`src/hw/rtl/lfr_pkg.sv`:
```
// ----------------------------------------------------------------------------
// lfr_pkg
// Shared types, codes and the CRC-16 byte step of the link frame receiver.
// ----------------------------------------------------------------------------
package lfr_pkg;

	localparam logic [15:0] MAX_LEN_RESET = 16'd257;

	// Result kinds.
	localparam logic [1:0] KIND_PCTR    = 2'd0;
	localparam logic [1:0] KIND_PAYLOAD = 2'd1;
	localparam logic [1:0] KIND_VERDICT = 2'd2;

	// Verdict codes.
	localparam logic [2:0] STAT_DATA_OK  = 3'd0;
	localparam logic [2:0] STAT_CTRL_OK  = 3'd1;
	localparam logic [2:0] STAT_CRC_ERR  = 3'd2;
	localparam logic [2:0] STAT_HDR_ERR  = 3'd3;
	localparam logic [2:0] STAT_TRUNC    = 3'd4;

	// Reply byte prefixes and the empty reply.
	localparam logic [5:0] ACK_PREFIX = 6'b100000;
	localparam logic [2:0] NAK_PREFIX = 3'b101;
	localparam logic [7:0] REPLY_NONE = 8'h00;

	// Byte positions within a frame with a fixed meaning.
	localparam logic [16:0] POS_LEN_HI = 17'd1;
	localparam logic [16:0] POS_LEN_LO = 17'd2;
	localparam logic [16:0] POS_PCTR   = 17'd3;

	typedef struct packed {
		logic [1:0] kind;
		logic [7:0] data_byte;
		logic [2:0] status;
		logic [7:0] reply_byte;
		logic [1:0] frame_number;
	} result_t;

	// One CRC step in nibble form, seed and result kept to 16 bits.
	function automatic logic [15:0] crc_byte(input logic [15:0] crc, input logic [7:0] data);
		logic [7:0]  a;
		logic [3:0]  b;
		logic [7:0]  c;
		logic [3:0]  d;
		logic [15:0] t;
		a = crc[7:0] ^ data;
		b = a[3:0];
		c = {b, 4'h0} ^ a;
		d = c[7:4];
		t = {7'h00, c, 1'b0} ^ {12'h000, d};
		t = {t[11:0], 4'h0} ^ {12'h000, b};
		t = {t[12:0], 3'b000};
		crc_byte = t ^ {12'h000, d} ^ {8'h00, crc[15:8]};
	endfunction

endpackage

```
`src/hw/rtl/link_frame_receiver_unit.sv`:
```
// ----------------------------------------------------------------------------
// link_frame_receiver_unit
// Checks CRC-16 protected link frames and passes on packet bytes and verdicts.
// ----------------------------------------------------------------------------
// Input words are held in the input register and results in the result register.
// Throughput: one input word per cycle unless the output stalls, set by the combinational CRC byte step.
// Reset (arst_n low, asynchronous) empties both registers, closes any open
// frame, sets the expected frame number to 0 and the length limit to 257.
module link_frame_receiver_unit import lfr_pkg::*; (
	input  logic        clk,
	input  logic        arst_n,
	input  logic        cfg_wr_en,
	input  logic [15:0] cfg_wr_data,
	input  logic        in_valid,
	output logic        in_stall,
	input  logic [7:0]  rx_byte,
	input  logic        frame_start,
	output logic        out_valid,
	input  logic        out_stall,
	output logic [1:0]  kind,
	output logic [7:0]  data_byte,
	output logic [2:0]  status,
	output logic [7:0]  reply_byte,
	output logic [1:0]  frame_number
);

	// The word in the input register is processed in the cycle in which the
	// result register can take a new value, whether or not it gives a result.
	logic       valid_s1;
	logic [7:0] byte_s1;
	logic       start_s1;
	logic       load;
	logic       step;
	logic       res_valid;
	result_t    res;
	result_t    out_q;

	assign step = valid_s1 && load;

	lfr_in_stage u_in (
		.clk         (clk),
		.arst_n      (arst_n),
		.in_valid    (in_valid),
		.in_stall    (in_stall),
		.rx_byte     (rx_byte),
		.frame_start (frame_start),
		.take        (load),
		.valid_s1    (valid_s1),
		.byte_s1     (byte_s1),
		.start_s1    (start_s1)
	);

	// Frame logic: the state advances only on a processed word, so a stalled
	// output holds both the input register and the frame state.
	lfr_frame_check u_check (
		.clk         (clk),
		.arst_n      (arst_n),
		.cfg_wr_en   (cfg_wr_en),
		.cfg_wr_data (cfg_wr_data),
		.step        (step),
		.byte_s1     (byte_s1),
		.start_s1    (start_s1),
		.res_valid   (res_valid),
		.res         (res)
	);

	// Result register; a word that gives no result simply leaves it empty.
	lfr_out_stage u_out (
		.clk       (clk),
		.arst_n    (arst_n),
		.res_valid (step && res_valid),
		.res       (res),
		.load      (load),
		.out_valid (out_valid),
		.out_stall (out_stall),
		.out_q     (out_q)
	);

	assign kind         = out_q.kind;
	assign data_byte    = out_q.data_byte;
	assign status       = out_q.status;
	assign reply_byte   = out_q.reply_byte;
	assign frame_number = out_q.frame_number;

	// A good data frame is always answered with an ACK for its own number.
	a_ack_on_ok: assert property (@(posedge clk) disable iff (!arst_n)
		out_valid && kind == KIND_VERDICT && status == STAT_DATA_OK |->
		reply_byte == {ACK_PREFIX, frame_number})
		else $error("data ok verdict without matching ACK");

	// Packet bytes carry no verdict and no reply.
	a_bytes_clean: assert property (@(posedge clk) disable iff (!arst_n)
		out_valid && kind != KIND_VERDICT |->
		status == STAT_DATA_OK && reply_byte == REPLY_NONE)
		else $error("packet byte carries verdict or reply");

	// The input side stalls only while a word sits unprocessed in the input register.
	a_stall_cause: assert property (@(posedge clk) disable iff (!arst_n)
		in_stall |-> valid_s1 && out_valid && out_stall)
		else $error("input stalled without a blocked word");

	// A result taken into the output register always comes from a processed word.
	a_out_source: assert property (@(posedge clk) disable iff (!arst_n)
		$rose(out_valid) |-> $past(step && res_valid))
		else $error("result appeared without a processed word");

endmodule

```
`src/hw/rtl/lfr_in_stage.sv`:
```
// ----------------------------------------------------------------------------
// lfr_in_stage
// Input register: holds one received word until the frame logic takes it.
// ----------------------------------------------------------------------------
module lfr_in_stage import lfr_pkg::*; (
	input  logic       clk,
	input  logic       arst_n,
	input  logic       in_valid,
	output logic       in_stall,
	input  logic [7:0] rx_byte,
	input  logic       frame_start,
	input  logic       take,
	output logic       valid_s1,
	output logic [7:0] byte_s1,
	output logic       start_s1
);

	// The stage is free when empty or when its word moves on this cycle.
	assign in_stall = valid_s1 && !take;

	always_ff @(posedge clk or negedge arst_n) begin
		if (!arst_n) begin
			valid_s1 <= 1'b0;
		end else if (!in_stall) begin
			valid_s1 <= in_valid;
		end
	end

	always_ff @(posedge clk) begin
		if (in_valid && !in_stall) begin
			byte_s1  <= rx_byte;
			start_s1 <= frame_start;
		end
	end

endmodule

```
`src/hw/rtl/lfr_frame_check.sv`:
```
// ----------------------------------------------------------------------------
// lfr_frame_check
// Frame state, CRC accumulation and header/FCS checks; one word per cycle while step is high.
// ----------------------------------------------------------------------------
module lfr_frame_check import lfr_pkg::*; (
	input  logic        clk,
	input  logic        arst_n,
	input  logic        cfg_wr_en,
	input  logic [15:0] cfg_wr_data,
	input  logic        step,
	input  logic [7:0]  byte_s1,
	input  logic        start_s1,
	output logic        res_valid,
	output result_t     res
);

	logic        in_frame_q, dropping_q;
	logic [16:0] pos_q;
	logic [7:0]  hdr_q;
	logic [15:0] len_q;
	logic [15:0] crc_q;
	logic [7:0]  fcs_hi_q;
	logic [1:0]  efn_q;
	logic [15:0] max_len_q;

	logic        in_frame_d, dropping_d;
	logic [16:0] pos_d;
	logic [7:0]  hdr_d;
	logic [15:0] len_d;
	logic [15:0] crc_d;
	logic [7:0]  fcs_hi_d;
	logic [1:0]  efn_d;

	logic [15:0] crc_next;
	logic [15:0] len_full;
	logic [16:0] fcs_pos;
	logic        control;
	logic        hdr_ok;
	logic        fcs_good;

	assign control  = hdr_q[7];
	assign crc_next = crc_byte(crc_q, byte_s1);
	assign len_full = {len_q[15:8], byte_s1};
	assign fcs_pos  = {1'b0, len_q} + POS_PCTR;
	assign fcs_good = {fcs_hi_q, byte_s1} == crc_q;
	assign hdr_ok   = control ? (len_full == 16'd0)
	                          : (hdr_q == {4'h0, efn_q, 2'b00}) && (len_full != 16'd0) &&
	                            (len_full <= max_len_q);

	always_comb begin
		in_frame_d = in_frame_q;
		dropping_d = dropping_q;
		pos_d      = pos_q;
		hdr_d      = hdr_q;
		len_d      = len_q;
		crc_d      = crc_q;
		fcs_hi_d   = fcs_hi_q;
		efn_d      = efn_q;
		res_valid  = 1'b0;
		res.kind         = KIND_VERDICT;
		res.data_byte    = 8'h00;
		res.status       = STAT_DATA_OK;
		res.reply_byte   = REPLY_NONE;
		res.frame_number = efn_q;
		if (start_s1) begin
			if (in_frame_q && !dropping_q) begin
				res_valid  = 1'b1;
				res.status = STAT_TRUNC;
			end
			in_frame_d = 1'b1;
			dropping_d = 1'b0;
			hdr_d      = byte_s1;
			len_d      = 16'd0;
			fcs_hi_d   = 8'h00;
			crc_d      = crc_byte(16'h0000, byte_s1);
			pos_d      = POS_LEN_HI;
		end else if (in_frame_q && !dropping_q) begin
			if (pos_q == POS_LEN_HI) begin
				len_d = {byte_s1, 8'h00};
				crc_d = crc_next;
				pos_d = POS_LEN_LO;
			end else if (pos_q == POS_LEN_LO) begin
				len_d = len_full;
				crc_d = crc_next;
				pos_d = POS_PCTR;
				if (!hdr_ok) begin
					dropping_d = 1'b1;
					res_valid  = 1'b1;
					res.status = STAT_HDR_ERR;
				end
			end else if (pos_q < fcs_pos) begin
				crc_d         = crc_next;
				pos_d         = pos_q + 17'd1;
				res_valid     = 1'b1;
				res.kind      = (pos_q == POS_PCTR) ? KIND_PCTR : KIND_PAYLOAD;
				res.data_byte = byte_s1;
			end else if (pos_q == fcs_pos) begin
				fcs_hi_d = byte_s1;
				pos_d    = pos_q + 17'd1;
			end else begin
				in_frame_d = 1'b0;
				dropping_d = 1'b0;
				pos_d      = 17'd0;
				res_valid  = 1'b1;
				if (control) begin
					res.data_byte = hdr_q;
					res.status    = fcs_good ? STAT_CTRL_OK : STAT_CRC_ERR;
				end else if (fcs_good) begin
					res.status     = STAT_DATA_OK;
					res.reply_byte = {ACK_PREFIX, efn_q};
					efn_d          = efn_q + 2'd1;
				end else begin
					res.status     = STAT_CRC_ERR;
					res.reply_byte = {NAK_PREFIX, efn_q, 3'b000};
				end
			end
		end
	end

	always_ff @(posedge clk or negedge arst_n) begin
		if (!arst_n) begin
			in_frame_q <= 1'b0;
			dropping_q <= 1'b0;
			pos_q      <= 17'd0;
			hdr_q      <= 8'h00;
			len_q      <= 16'd0;
			crc_q      <= 16'h0000;
			fcs_hi_q   <= 8'h00;
			efn_q      <= 2'd0;
		end else if (step) begin
			in_frame_q <= in_frame_d;
			dropping_q <= dropping_d;
			pos_q      <= pos_d;
			hdr_q      <= hdr_d;
			len_q      <= len_d;
			crc_q      <= crc_d;
			fcs_hi_q   <= fcs_hi_d;
			efn_q      <= efn_d;
		end
	end

	always_ff @(posedge clk or negedge arst_n) begin
		if (!arst_n) begin
			max_len_q <= MAX_LEN_RESET;
		end else if (cfg_wr_en) begin
			max_len_q <= cfg_wr_data;
		end
	end

endmodule

```
`src/hw/rtl/lfr_out_stage.sv`:
```
// ----------------------------------------------------------------------------
// lfr_out_stage
// Result register toward the consumer; frees itself whenever its word is taken.
// ----------------------------------------------------------------------------
module lfr_out_stage import lfr_pkg::*; (
	input  logic    clk,
	input  logic    arst_n,
	input  logic    res_valid,
	input  result_t res,
	output logic    load,
	output logic    out_valid,
	input  logic    out_stall,
	output result_t out_q
);

	assign load = !out_valid || !out_stall;

	always_ff @(posedge clk or negedge arst_n) begin
		if (!arst_n) begin
			out_valid <= 1'b0;
		end else if (load) begin
			out_valid <= res_valid;
		end
	end

	always_ff @(posedge clk) begin
		if (load && res_valid) begin
			out_q <= res;
		end
	end

endmodule

```
`config.mk`:
```
export PLATFORM = sky130hd
export DESIGN_NAME = link_frame_receiver_unit
export DESIGN_NICKNAME = d
export VERILOG_FILES = /design/src/hw/rtl/lfr_pkg.sv /design/src/hw/rtl/link_frame_receiver_unit.sv /design/src/hw/rtl/lfr_in_stage.sv /design/src/hw/rtl/lfr_frame_check.sv /design/src/hw/rtl/lfr_out_stage.sv
export SDC_FILE = /design/constraint.sdc
export NUM_CORES = 1
export LEC_CHECK = 0
export ABC_AREA = 1
export BUFFER_PORTS_ARGS = -buffer_cell sky130_fd_sc_hd__buf_2
export CORE_MARGIN = 3
export CORE_UTILIZATION = 45
export CTS_BUF_LIST = sky130_fd_sc_hd__clkbuf_16
export DETAILED_ROUTE_END_ITERATION = 6
export PLACE_DENSITY_LB_ADDON = 0.15
export SYNTH_ARGS = -nofsm -noshare
export SYNTH_HDL_FRONTEND = slang
export SYNTH_HIERARCHICAL = 1
export SYNTH_SLANG_ARGS = --single-unit
```
`constraint.sdc`:
```
create_clock -name clk -period 5.6 [get_ports clk]
set_input_delay 1.12 -clock clk [delete_from_list [all_inputs] [get_ports clk]]
set_output_delay 1.12 -clock clk [all_outputs]
set_load 0.005 [all_outputs]
```
* Yosys cells after proc, flatten, opt, wreduce, memory -nomap -nowiden *
Index checks and enable logic that the tools add are counted.

word-level totals
  register bits = 119
  latch bits = 0
  memory bits (writable) = 0
  memory bits (read-only) = 0
  bits of input ports = 30
  output and inout port bits = 25
  word-level logic and storage cells = 151
  memories = 0

operators by class
  $add $sub $neg = 3
  multipliers = 0
  divide/modulo/power cells = 0
  magnitude comparators = 2
  equality and inequality tests = 13
  shifts and indexed selects = 0
  mux-type cells = 64
  bitwise logic cells = 17
  reduce and logical (&&, ||, !) cells = 33

operators with widths
  operator               number
  $mux 16                8
  $mux 11                10
  $mux 17                6
  $mux 8                 11
  $eq 17x2->1 const B    2
  $xor 16x4->16          2
  $xor 13x4->13          2
  $xor 8x8->8            3
  $mux 1                 21
  $mux 19                1
  $reduce_and 6->1       3
  $xor 9x4->9            2
  $add 16x2->17 const B  1
  $add 17x1->17 const B  1
  $eq 17x1->1 const B    1
  $eq 17x17->1           1
  $lt 17x17->1           1
  $eq 16x16->1           1
  $le 16x16->1           1
  $logic_not 16->1       1
  $reduce_bool 16->1     1
  $xor 16x8->16          1
  $mux 3                 4
  $mux 10                1
  19 further kinds       46

* Longest topological paths before layout *
Gate-level depths: netlist (run 1).

  depth after elaboration = 16
  gate-level depth with buffers = 24
  gate-level depth less buffers = 24

* Modules after synthesis *
The synthesis (run 1) kept the hierarchy.

by module, submodules not included
  module                    times used  cells each  area each (µm²)  seq. area each (µm²)
  lfr_frame_check           1           797         5929.4           2129.5
  lfr_out_stage             1           28          732.0            715.7
  lfr_in_stage              1           16          327.8            295.3
  link_frame_receiver_unit  1           4           17.5             0.0

* Worst setup path before layout (run 1) *
No wires, ideal clock.

  path type = flip-flop to flip-flop
  start point = register u_check.len_q[0]
  end point = register u_out/out_q[0] (netlist name)
  library setup time = 0.411 ns
  data arrival time = 3.946 ns
  required time = 5.189 ns
  path slack = 1.243 ns
  cell stages (with the launch flop) = 25
  path buffers = 0
  clock period less this slack = 4.357 ns
  cell sequence = dfrtp_1 -> inv_1 -> ha_1 -> nor2_1 -> nand2_1 -> nor2_1 -> inv_1 -> nor2_1 -> nand4_1 -> nor4_2 -> nand3_1 -> ha_1 -> nand2_1 -> inv_1 -> nand2_1 -> nand2_1 -> a21oi_1 -> nand3_2 -> nand4_1 -> nand3_1 -> nand2_1 -> inv_1 -> nor2_2 -> inv_1 -> a21oi_1

on the way
  word-level cells in the longest chain between the ends = 10
  elaborated cells on any way between the ends = 11
  those cells by class = 1 x add/sub; 1 x order compare; 1 x eq/ne; 6 x mux; 2 x reduce/logical

RTL lines
  what                                                  line                            source
  start: declaration                                    lfr_frame_check.sv:20           logic [15:0] len_q;
  start signal: assignment                              lfr_frame_check.sv:135          len_q <= len_d;
  $add 16x2->17 (*)                                     lfr_frame_check.sv:44           assign fcs_pos = {1'b0, len_q} + POS_PCTR;
  branches (longest 2 deep; another with $lt 17x17->1)  -
  $mux 1 (*)                                            lfr_frame_check.sv:91           end else if (pos_q < fcs_pos) begin
  $mux 1 (*)                                            lfr_frame_check.sv:82           end else if (pos_q == POS_LEN_LO) begin
  $mux 1 (*)                                            lfr_frame_check.sv:78           if (pos_q == POS_LEN_HI) begin
  $mux 1 (*)                                            lfr_frame_check.sv:77           end else if (in_frame_q && !dropping_q) begin
  $mux 1 (*)                                            lfr_frame_check.sv:65           if (start_s1) begin
  net res_valid                                         link_frame_receiver_unit.sv:34  logic res_valid;
  $logic_and 1x1->1 (*)                                 link_frame_receiver_unit.sv:71  .res_valid (step && res_valid),
  $logic_and 1x1->1 (*)                                 lfr_out_stage.sv:27             if (load && res_valid) begin

Mark *: on every way through the listed nets, which the timed path passes.
A chain may end at the register's enable or synchronous reset.

* Final worst setup path (run 1) *
  start point = register u_check.len_q[0]
  end point = register u_out/out_q[3] (netlist name)

on the way
  word-level cells in the longest chain between the ends = 10
  elaborated cells on any way between the ends = 11
  those cells by class = 1 x add/sub; 1 x order compare; 1 x eq/ne; 6 x mux; 2 x reduce/logical

RTL lines
  what                                                  line
  $add 16x2->17 (*)                                     lfr_frame_check.sv:44
  branches (longest 2 deep; another with $lt 17x17->1)  -
  $mux 1 (*)                                            lfr_frame_check.sv:91
  $mux 1 (*)                                            lfr_frame_check.sv:82
  $mux 1 (*)                                            lfr_frame_check.sv:78
  $mux 1 (*)                                            lfr_frame_check.sv:77
  $mux 1 (*)                                            lfr_frame_check.sv:65
  net res_valid                                         link_frame_receiver_unit.sv:34
  $logic_and 1x1->1 (*)                                 link_frame_receiver_unit.sv:71
  $logic_and 1x1->1 (*)                                 lfr_out_stage.sv:27

Marked as above.

==> metrics, run 1 <==
die area=~17000 um^2; Top Ports=55; per-cell routed wire length=15.2 um; Avg Synthesized Cell Area=~8.3 um^2; core area=~15000 um^2; largest fanout on the critical path=23; DRT iter0 DRCs=351; post-synthesis sequential area ratio=44.8%; routed length on met2=7.65 mm; DRT Wirelength=around 17 mm; CP top delay family=simple AND/OR/NAND/NOR gates; Met1 Wirelength=around 8.1 mm; Chip Width=around 130 um; layout filler cell count=1458; CTS tree=yes; cell count after synthesis=approximately 850; CP required=between 5 and 6 ns; Hold Vio Cnt, Final=0; Clk Latency, worst-skew pair=roughly 0.42 ns; RSZ-0062 raised after global routing=no; flops & latches, synth=119; postcts setup bufs=0; relative slew slack=43.5%; Tot GR Track Use=between 20% and 30%; Port Buf Inserts=between 50 and 60; Least-Margin Pin Slew=between 0.8 and 0.9 ns; period utilization=between 70% and 80%; TritonCTS Buffers=17; FMAX=between 0.2 and 0.3 GHz; post-DP HPWL=roughly 12 mm; Area growth syn-to-layout=13.9%; post-CTS sizing=0; Ys Warns=6; Pwr Density=~460 nW/um^2; # setup viols final=0; drt drc=0; via/cell ratio=approximately 5.2; vias in the first global route=roughly 5.5k; buffer depth of the longest clock path=2; worst setup path category=reg -> reg; # hold bufs at CTS=0; drt first pass iters=4; peak supply drop=0.000245 V; Primary FF master, synth=dfrtp_1; global-route wire length before repair=around 27 mm; routed vias=between 5k and 6k; Root Buffer=clkbuf_16; fraction of layout cells with a size suffix above 1=around 15%; final setup margin=between 1.5 and 2 ns; top area cells in the synthesized netlist=dfrtp_1, edfxtp_1, nand2_1; ANT cells=0; Place WS=1.65 ns; Critical path buffers and inverters=6; top layer in use=met4; Post-Synthesis Cell Area=7010 um^2; Crit-path slowest cell=dfrtp_1; Worst EP arrival=between 4 and 5 ns; Leak Pwr=3.86 nW; die height=between 100 and 150 um; worst clock skew=between 0.009 and 0.01 ns; setup_tns=0 ns; Site Rows=44; global placement routability congestion=between 0.8 and 0.9; worst hold-check path type=reg -> reg; Clock transition at path regs=roughly 0.050 ns; Nets=between 900 and 1k; Yosys top cell area share=30.4%; pin count of the biggest net entering global routing=47; number of max-cap violations=0; Crit path largest cell delay=roughly 0.33 ns; EDFF count, synth=32; ANT nets after route=0; asr flop ratio synth=about three quarters; met3 wire length=between 600 and 700 um; max-slew violations=0; Initial Util=a little under half; CP startpoint kind=flip-flop; largest area contributor in the netlist=dfrtp_1; Sinks on Clock Net=between 100 and 150; GRT overflow=0; Crit. End Element=flip-flop; initial antenna violation count=0; min cycle time layout=between 3 and 4 ns; number of H-tree levels=4; status=completed; post-synth cell types=between 40 and 50
cell usage in the layout, fill, tap and decap left out, drive strengths merged:
master / Yosys / layout
ha: 37 / 37
o21ai: 64 / 64
a31oi: 1 / 1
clkinv: 2 / 9
a22oi: 1 / 1
inv: 123 / 127
a41oi: 1 / 1
xnor2: 9 / 9
nor3: 14 / 14
bufinv: 0 / 1
or2: 3 / 3
xor2: 39 / 39
edfxtp: 32 / 32
o22ai: 30 / 30
nand2: 192 / 192
a21o: 2 / 2
clkinvlp: 0 / 2
nor4: 4 / 4
nand4: 26 / 26
dfstp: 2 / 2
a21boi: 1 / 1
clkbuf: 6 / 18
buf: 12 / 57
mux2: 1 / 1
a21oi: 38 / 38
nor2: 78 / 78
conb: 1 / 2
dfrtp: 85 / 85
o21a: 1 / 1
nand3: 40 / 40
Yosys cell counts (all sizes together), types with 2 or more instances:
library cell	number
nand2	192
inv	123
dfrtp	85
nor2	78
o21ai	64
nand3	40
xor2	39
a21oi	38
ha	37
edfxtp	32
o22ai	30
nand4	26
nor3	14
buf	12
xnor2	9
clkbuf	6
nor4	4
or2	3
a21o	2
clkinv	2
dfstp	2
tightest hold or removal path: stages, from the launching register on:
cell	delay, ns
dfrtp_1	0.34
nand2_1	0.05
o21ai_0	0.06
state kept, by name, indices dropped and copies added, names as in the netlist, 2 cells and up:
name,flops
u_check/len_q,16
u_check/hdr_q,8
u_check/crc_q,16
u_out/out_q,23
u_in/byte_s1,8
u_check/pos_q,17
u_check/max_len_q,16
u_check/efn_q,2
u_check/fcs_hi_q,8
cell type report:
type                    count  area (um^2)  share of cell area (%)
flip-flops and latches    119         3140                    39.4
well taps                 184          230                    2.88
clock buffers              18          450                    5.64
repair buffers             57          295                    3.70
inverters                 125          472                    5.91
clock inverters            14         93.8                    1.18
multi-input cells         584         3300                    41.3
metrics by stage:
stage	hold slack, ns	total power [mW]	utilization (%)	cells	area (um^2)
5_1_grt	0.493	3.95	53.7	1101	7980
4_1_cts	0.493	3.68	53.7	1101	7980
2_1_floorplan	0.453	2.33	-	846	7010
6_report	0.490	3.66	53.7	1101	7980
3_5_place_dp	0.480	2.66	50.0	1069	7440
3_3_place_gp	0.472	2.64	50.0	1069	7440
where the power goes:
part	total, mW	switching (mW)	internal (mW)
registers	1.30	0.167	1.13
logic	1.35	0.862	0.486
clock network	1.01	0.387	0.621
total	3.66	1.42	2.24
worst paths after layout:
check                                                   from                       endpoint  slack, ns  depth (start not counted)
max in group asynchronous                             arst_n    u_out/out_valid$_DFFE_PN0P_       3.90                          2
worst min-delay path            u_check/hdr_q[6]$_DFFE_PN0P_   u_check/hdr_q[6]$_DFFE_PN0P_       0.49                          2
min in group asynchronous                             arst_n  u_check/pos_q[11]$_DFFE_PN0P_       0.72                          1
worst max-delay path            u_check/len_q[0]$_DFFE_PN0P_       u_out/out_q[3]$_DFFE_PP_       1.64                         25
worst min register to register  u_check/hdr_q[6]$_DFFE_PN0P_   u_check/hdr_q[6]$_DFFE_PN0P_       0.49                          2
worst max register to register  u_check/len_q[0]$_DFFE_PN0P_       u_out/out_q[3]$_DFFE_PP_       1.64                         25
metal layers:
layer  vias up  track usage, %
li1       2906               -
met1      2711            28.8
met2       111            31.8
met3        17            4.39
met4         0            7.26
met5         -               0
kinds of logic (layout without fill, tap and decap cells):
| family | Yosys count | after routing | synth area share, % |
|---|---|---|---|
| simple gates | 357 | 357 | 22.6 |
| buf+inv | 143 | 214 | 8.21 |
| compound gates | 139 | 139 | 11.5 |
| flops | 119 | 119 | 44.8 |
| xor+xnor | 48 | 48 | 6.00 |
| fa+ha+maj | 37 | 37 | 6.61 |
| other cells | 1 | 2 | 0.0535 |
| mux | 1 | 1 | 0.161 |
No activity file was read; power rests on OpenSTA's default activity.
==> inputs of run 2 (changes only) <==
- clock period: 5.6 -> 4.12 ns (I/O delays scaled with it)
==> run 2 against run 1 <==
Via count shrank 0.21%. Routed wire length about the same. Largest cell class unchanged. Total power grew 37%.
==> metrics, run 2 (synthesized netlist as in run 1, its figures left out) <==
min cycle time layout=3.73 ns (-0.228 ns); met3 wire length=671 um (+6.5%); Area growth syn-to-layout=14.7%; Met1 Wirelength=8.13 mm (+0.15%); DRT Wirelength=16.7 mm (about the same); routed vias=5733 (-0.21%); Leak Pwr=3.88 nW (+0.64%); peak supply drop=0.000349 V (+43%); ANT cells=0 (unchanged); drt first pass iters=5 (+1); core area=14900 um^2 (unchanged); Finished Layout Cells=1106 (+0.45%); DRT iter0 DRCs=402 (+15%); via/cell ratio=5.18 (-0.66%); Pwr Density=625 nW/um^2 (+36%); Initial Util=47.1% (unchanged); worst hold-check path type=in -> async; period utilization=90.6% (+20 points); per-cell routed wire length=15.1 um (-0.40%); Top Ports=55 (unchanged); # hold bufs at CTS=0 (unchanged); Clk Latency, worst-skew pair=0.42 ns (about the same); RR Endpoint=u_out/out_q[21]$_DFFE_PP_; leading cell type in the layout, fill and taps excluded=nand2_1; multi-input logic area=3300 um^2 (unchanged); FF-to-FF Start=u_check/len_q[0]$_DFFE_PN0P_; postcts setup bufs=0 (unchanged); vias in the first global route=5499 (+0.83%); drt drc=0 (unchanged); CP startpoint kind=flip-flop; routed length on met2=7.73 mm (+1.0%); Least-Margin Pin Slew=0.629 ns (-0.215 ns); cell area after layout=8040 um^2 (+0.74%); relative slew slack=58.0% (+15 points); status=completed; die area=17100 um^2 (unchanged); Largest Register=u_out/out_q; number of H-tree levels=4 (unchanged); Site Rows=44 (unchanged); die height=131 um (unchanged); Placed Area=7500 um^2 (+0.84%); Final Core Density=54.1% (+0.40 points); largest fanout on the critical path=23 (unchanged); layout filler cell count=1420 (-2.6%); Chip Width=131 um (unchanged); post-DP HPWL=12.4 mm (+1.6%); TritonCTS Buffers=17 (unchanged); Port Buf Inserts=54 (unchanged); ANT nets after route=0 (unchanged); Clock transition at path regs=0.06 ns (about the same); Tot GR Track Use=20.9% (+0.29 points); buffer depth of the longest clock path=2 (unchanged); max-slew violations=0 (unchanged); setup_tns=0 ns (unchanged); initial antenna violation count=0 (unchanged); commonest cells after routing, fill and taps aside=nand2_1, inv_1, dfrtp_1; Crit. End Element=flip-flop; worst clock skew=0.00863 ns (-0.000754 ns); CP required=4.24 ns (-1.45 ns); global-route wire length before repair=27.7 mm (+1.4%); top layer in use=met4; RSZ-0062 raised after global routing=no; # setup viols final=0 (unchanged); Sinks on Clock Net=119 (unchanged); fraction of layout cells with a size suffix above 1=15.6% (+1.0 points); worst r2r path cells=25 (unchanged); pin count of the biggest net entering global routing=43 (-8.5%); FMAX=0.268 GHz (+6.1%); number of max-cap violations=0 (unchanged); Hold Vio Cnt, Final=0 (unchanged); Root Buffer=clkbuf_16; register area=3140 um^2 (unchanged); post-CTS sizing=0 (unchanged); Post-Place Cells=1074 (+0.47%); global placement routability congestion=0.833 (-3.9%); Worst EP arrival=3.86 ns (-0.19 ns); GRT overflow=0 (unchanged); CTS tree=yes; reg-to-reg slack, setup=0.39 ns (-1.25 ns); Largest regs=u_out/out_q: 23 flops, u_check/pos_q: 17 flops; Nets=976 (+0.51%); worst setup path category=reg -> reg; max FFs per register=23 (unchanged)
run 2: layout make-up:
| type | count | share of cell area, % |
|---|---|---|
| inverter | 125 | 5.87 |
| clock buffer | 17 | 5.29 |
| clock inverter | 15 | 1.43 |
| timing repair buffer | 62 | 4.45 |
| tap | 184 | 2.86 |
| sequential | 119 | 39.1 |
| multi-input combinational | 584 | 41.0 |
run 2: critical path, cell delays in order (launching register included):
cell and delay, ns:
dfrtp_1 0.33, inv_1 0.07, ha_1 0.22, nor2_1 0.11, nand2_1 0.07, nor2_1 0.19
inv_1 0.08, nor2_1 0.12, nand4_1 0.11, nor4_2 0.25, nand3_1 0.14, ha_1 0.34
nand2_1 0.10, inv_1 0.04, nand2_1 0.05, nand2_1 0.04, a21oi_1 0.17, nand3_2 0.11
nand4_1 0.15, nand3_1 0.10, nand2_1 0.08, inv_1 0.05, nor2_2 0.09, inv_1 0.07
a21oi_2 0.15, buf_12 0.19
run 2: per-stage QoR:
stage / setup slack (ns) / hold WS (ns) / power, mW
floorplan: 0.276 / 0.453 / 3.16
global placement: 0.592 / 0.469 / 3.65
detailed placement: 0.401 / 0.479 / 3.67
CTS: 0.386 / 0.422 / 5.06
global route: 0.0172 / 0.445 / 5.44
finish: 0.387 / 0.410 / 5.02
run 2: worst max path at each step:
| stage | startpoint | endpoint | slack [ns] | cells past startpoint |
|---|---|---|---|---|
| finish | u_check/len_q[0]$_DFFE_PN0P_ | u_out/out_q[21]$_DFFE_PP_ | 0.39 | 25 |
| global route | u_check/len_q[0]$_DFFE_PN0P_ | u_out/out_q[21]$_DFFE_PP_ | 0.02 | 23 |
| CTS | u_check/len_q[0]$_DFFE_PN0P_ | u_out/out_q[21]$_DFFE_PP_ | 0.39 | 25 |
| global placement | u_check/len_q[0]$_DFFE_PN0P_ | u_out/out_q[21]$_DFFE_PP_ | 0.59 | 25 |
| floorplan | u_check/len_q[0]$_DFFE_PN0P_ | u_out/out_q[0]$_DFFE_PP_ | 0.28 | 24 |
| detailed placement | u_check/len_q[0]$_DFFE_PN0P_ | u_out/out_q[21]$_DFFE_PP_ | 0.40 | 25 |
run 2: per-layer routing:
| layer | up-vias | track usage, % |
|---|---|---|
| li1 | 2912 | - |
| met1 | 2689 | 29.0 |
| met2 | 119 | 32.8 |
| met3 | 13 | 5.00 |
| met4 | 0 | 5.63 |
| met5 | - | 0 |
run 2: where the power goes:
group | total, mW | internal, mW | switching (mW)
Sequential | 1.77 | 1.54 | 0.230
Clock | 1.36 | 0.817 | 0.543
Combinational | 1.89 | 0.705 | 1.19
Total | 5.02 | 3.06 | 1.96
==> inputs of run 3 (changes only) <==
- CORE_UTILIZATION: 45 -> 55
==> run 3 against run 2 <==
Maximum frequency is 4.3% lower. Worst hold slack better by 0.081 ns. Critical endpoint is now u_out/out_q[14]$_DFFE_PP_. Global-route usage up 4.0 points. First-iteration DRC count grew 24%. Final area grew 1.8%.
==> metrics, run 3 (synthesized netlist as in run 1, its figures left out) <==
worst setup path category=reg -> reg; Root Buffer=clkbuf_16; max-slew violations=0 (unchanged); Placed Area=7460 um^2 (-0.53%); worst r2r path cells=25 (unchanged); total power=5.26 mW (+4.6%); worst clock skew=0.00579 ns (-0.00285 ns); Switch Pwr=2.00 mW (+1.8%); drt first pass iters=6 (+1); Clk Latency, worst-skew pair=0.42 ns (about the same); CP required=4.25 ns (about the same); GRT overflow=0 (unchanged); period utilization=94.6% (+4.0 points); # setup viols final=0 (unchanged); DRT Wirelength=17.3 mm (+3.4%); layout filler cell count=1024 (-28%); # hold bufs at CTS=0 (unchanged); Tot GR Track Use=24.9% (+4.0 points); largest fanout on the critical path=7 (-70%); HP Start=u_check/hdr_q[5]$_DFFE_PN0P_; global-route wire length before repair=28.1 mm (+1.6%); Sinks on Clock Net=119 (unchanged); fraction of layout cells with a size suffix above 1=16.4% (+0.76 points); Largest regs=u_out/out_q: 23 flops, u_check/pos_q: 17 flops; Nets=982 (+0.61%); Final Core Density=67.0% (+13 points); setup_tns=0 ns (unchanged); Largest Register=u_out/out_q; Pint=3.26 mW (+6.4%); TritonCTS Buffers=17 (unchanged); ANT cells=0 (unchanged); die area=14100 um^2 (-17%); CP startpoint kind=flip-flop; relative slew slack=41.7% (-16 points); Area growth syn-to-layout=16.8%; ANT nets after route=0 (unchanged); Worst EP arrival=4.03 ns (+0.17 ns); final setup margin=0.221 ns (-0.167 ns); Post-Place Cells=1057 (-1.6%); Site Rows=40 (-9.1%); vias in the first global route=5927 (+7.8%); max FFs per register=23 (unchanged); drt drc=0 (unchanged); Chip Width=119 um (-9.1%); switching fraction of total power=38.0% (-1.1 points); Finished Layout Cells=1096 (-0.90%); Least-Margin Pin Slew=0.874 ns (+0.245 ns); via/cell ratio=5.47 (+5.5%); routed vias=5991 (+4.5%); Place WS=0.215 ns (-0.186 ns); per-cell routed wire length=15.7 um (+4.3%); FMAX=0.256 GHz (-4.3%); Top Ports=55 (unchanged); global placement routability congestion=0.914 (+9.8%); Crit. End Element=flip-flop; buffer depth of the longest clock path=2 (unchanged); number of max-cap violations=0 (unchanged); Leak Pwr=3.96 nW (+1.9%); cell area after layout=8180 um^2 (+1.8%); worst hold-check path type=reg -> reg; pin count of the biggest net entering global routing=68 (+58%); Seq pwr share=33.8% (-1.5 points); CTS tree=yes; post-DP HPWL=12.4 mm (+0.45%); min cycle time layout=3.90 ns (+0.167 ns); Worst Setup SP=u_check/len_q[0]$_DFFE_PN0P_; Initial Util=57.4% (+10 points); Pwr Density=642 nW/um^2 (+2.8%); Clock transition at path regs=0.05 ns (about the same); Clock Power Share=29.1% (+2.0 points); WHS=0.491 ns (+0.0805 ns); leading cell type in the layout, fill and taps excluded=nand2_1; Hold Vio Cnt, Final=0 (unchanged); number of H-tree levels=4 (unchanged); FF-to-FF Start=u_check/len_q[0]$_DFFE_PN0P_; status=completed; commonest cells after routing, fill and taps aside=nand2_1, inv_1, dfrtp_1; die height=119 um (-9.1%); core area=12200 um^2 (-18%); Port Buf Inserts=54 (unchanged); peak supply drop=0.000417 V (+19%); hold path depth=2; initial antenna violation count=0 (unchanged); Comb power frac=37.1% (-0.6 points); DRT iter0 DRCs=497 (+24%)
## run 3: path summary, 6_finish.rpt
check,to,slack (ns)
setup / recovery,u_out/out_q[14]$_DFFE_PP_,0.22
hold / removal,u_check/hdr_q[5]$_DFFE_PN0P_,0.49
setup reg to reg,u_out/out_q[14]$_DFFE_PP_,0.22
hold reg to reg,u_check/hdr_q[5]$_DFFE_PN0P_,0.49
max in group asynchronous,u_check/len_q[2]$_DFFE_PN0P_,2.79
min in group asynchronous,u_check/pos_q[7]$_DFFE_PN0P_,0.53
## run 3: layer usage
metal,track usage [%],routed length (um),vias to the layer above
met5,0,0,-
met1,32.1,7570,2820
li1,-,-,2936
met2,40.8,8350,199
met3,5.79,953,36
met4,9.49,383,0
## run 3: power groups by stage
stage / Clock, mW / Combinational, mW / Sequential, mW
final: 1.53 / 1.95 / 1.78
after global routing: 1.61 / 2.20 / 1.81
after CTS: 1.56 / 1.88 / 1.77
after detailed placement: 0 / 1.86 / 1.79
after global placement: 0 / 1.80 / 1.78
after floorplan: 0 / 1.43 / 1.73
## run 3: layout make-up
type	count	area [um^2]	area share, %
tap	168	210	2.57
sequential	119	3140	38.4
clock inverter	15	184	2.25
inverter	125	472	5.76
clock buffer	17	425	5.20
timing repair buffer	68	412	5.03
multi-input combinational	584	3340	40.8
## run 3: what timing repair did
action,4_1_cts,5_1_grt
resized for setup,0,7
setup buffers,0,5
setup endpoints to repair,0,28
## run 3: critical path: stages, from the launching register on
cell and delay (ns):
dfrtp_1 0.35, inv_1 0.08, ha_1 0.23, nor2_1 0.11, nand2_1 0.10, nor2_4 0.13, inv_1 0.07, nor2_2 0.10
nand4_1 0.15, nor4_4 0.28, xor2_1 0.20, ha_1 0.29, nand2_1 0.07, nor2_1 0.06, nand2_1 0.10, inv_1 0.06
nand4_1 0.09, nand3_2 0.17, nand4_1 0.18, nand3_1 0.09, nand2_1 0.07, inv_1 0.04, nor2_2 0.09, inv_1 0.08
a21oi_4 0.22, clkbuf_16 0.20
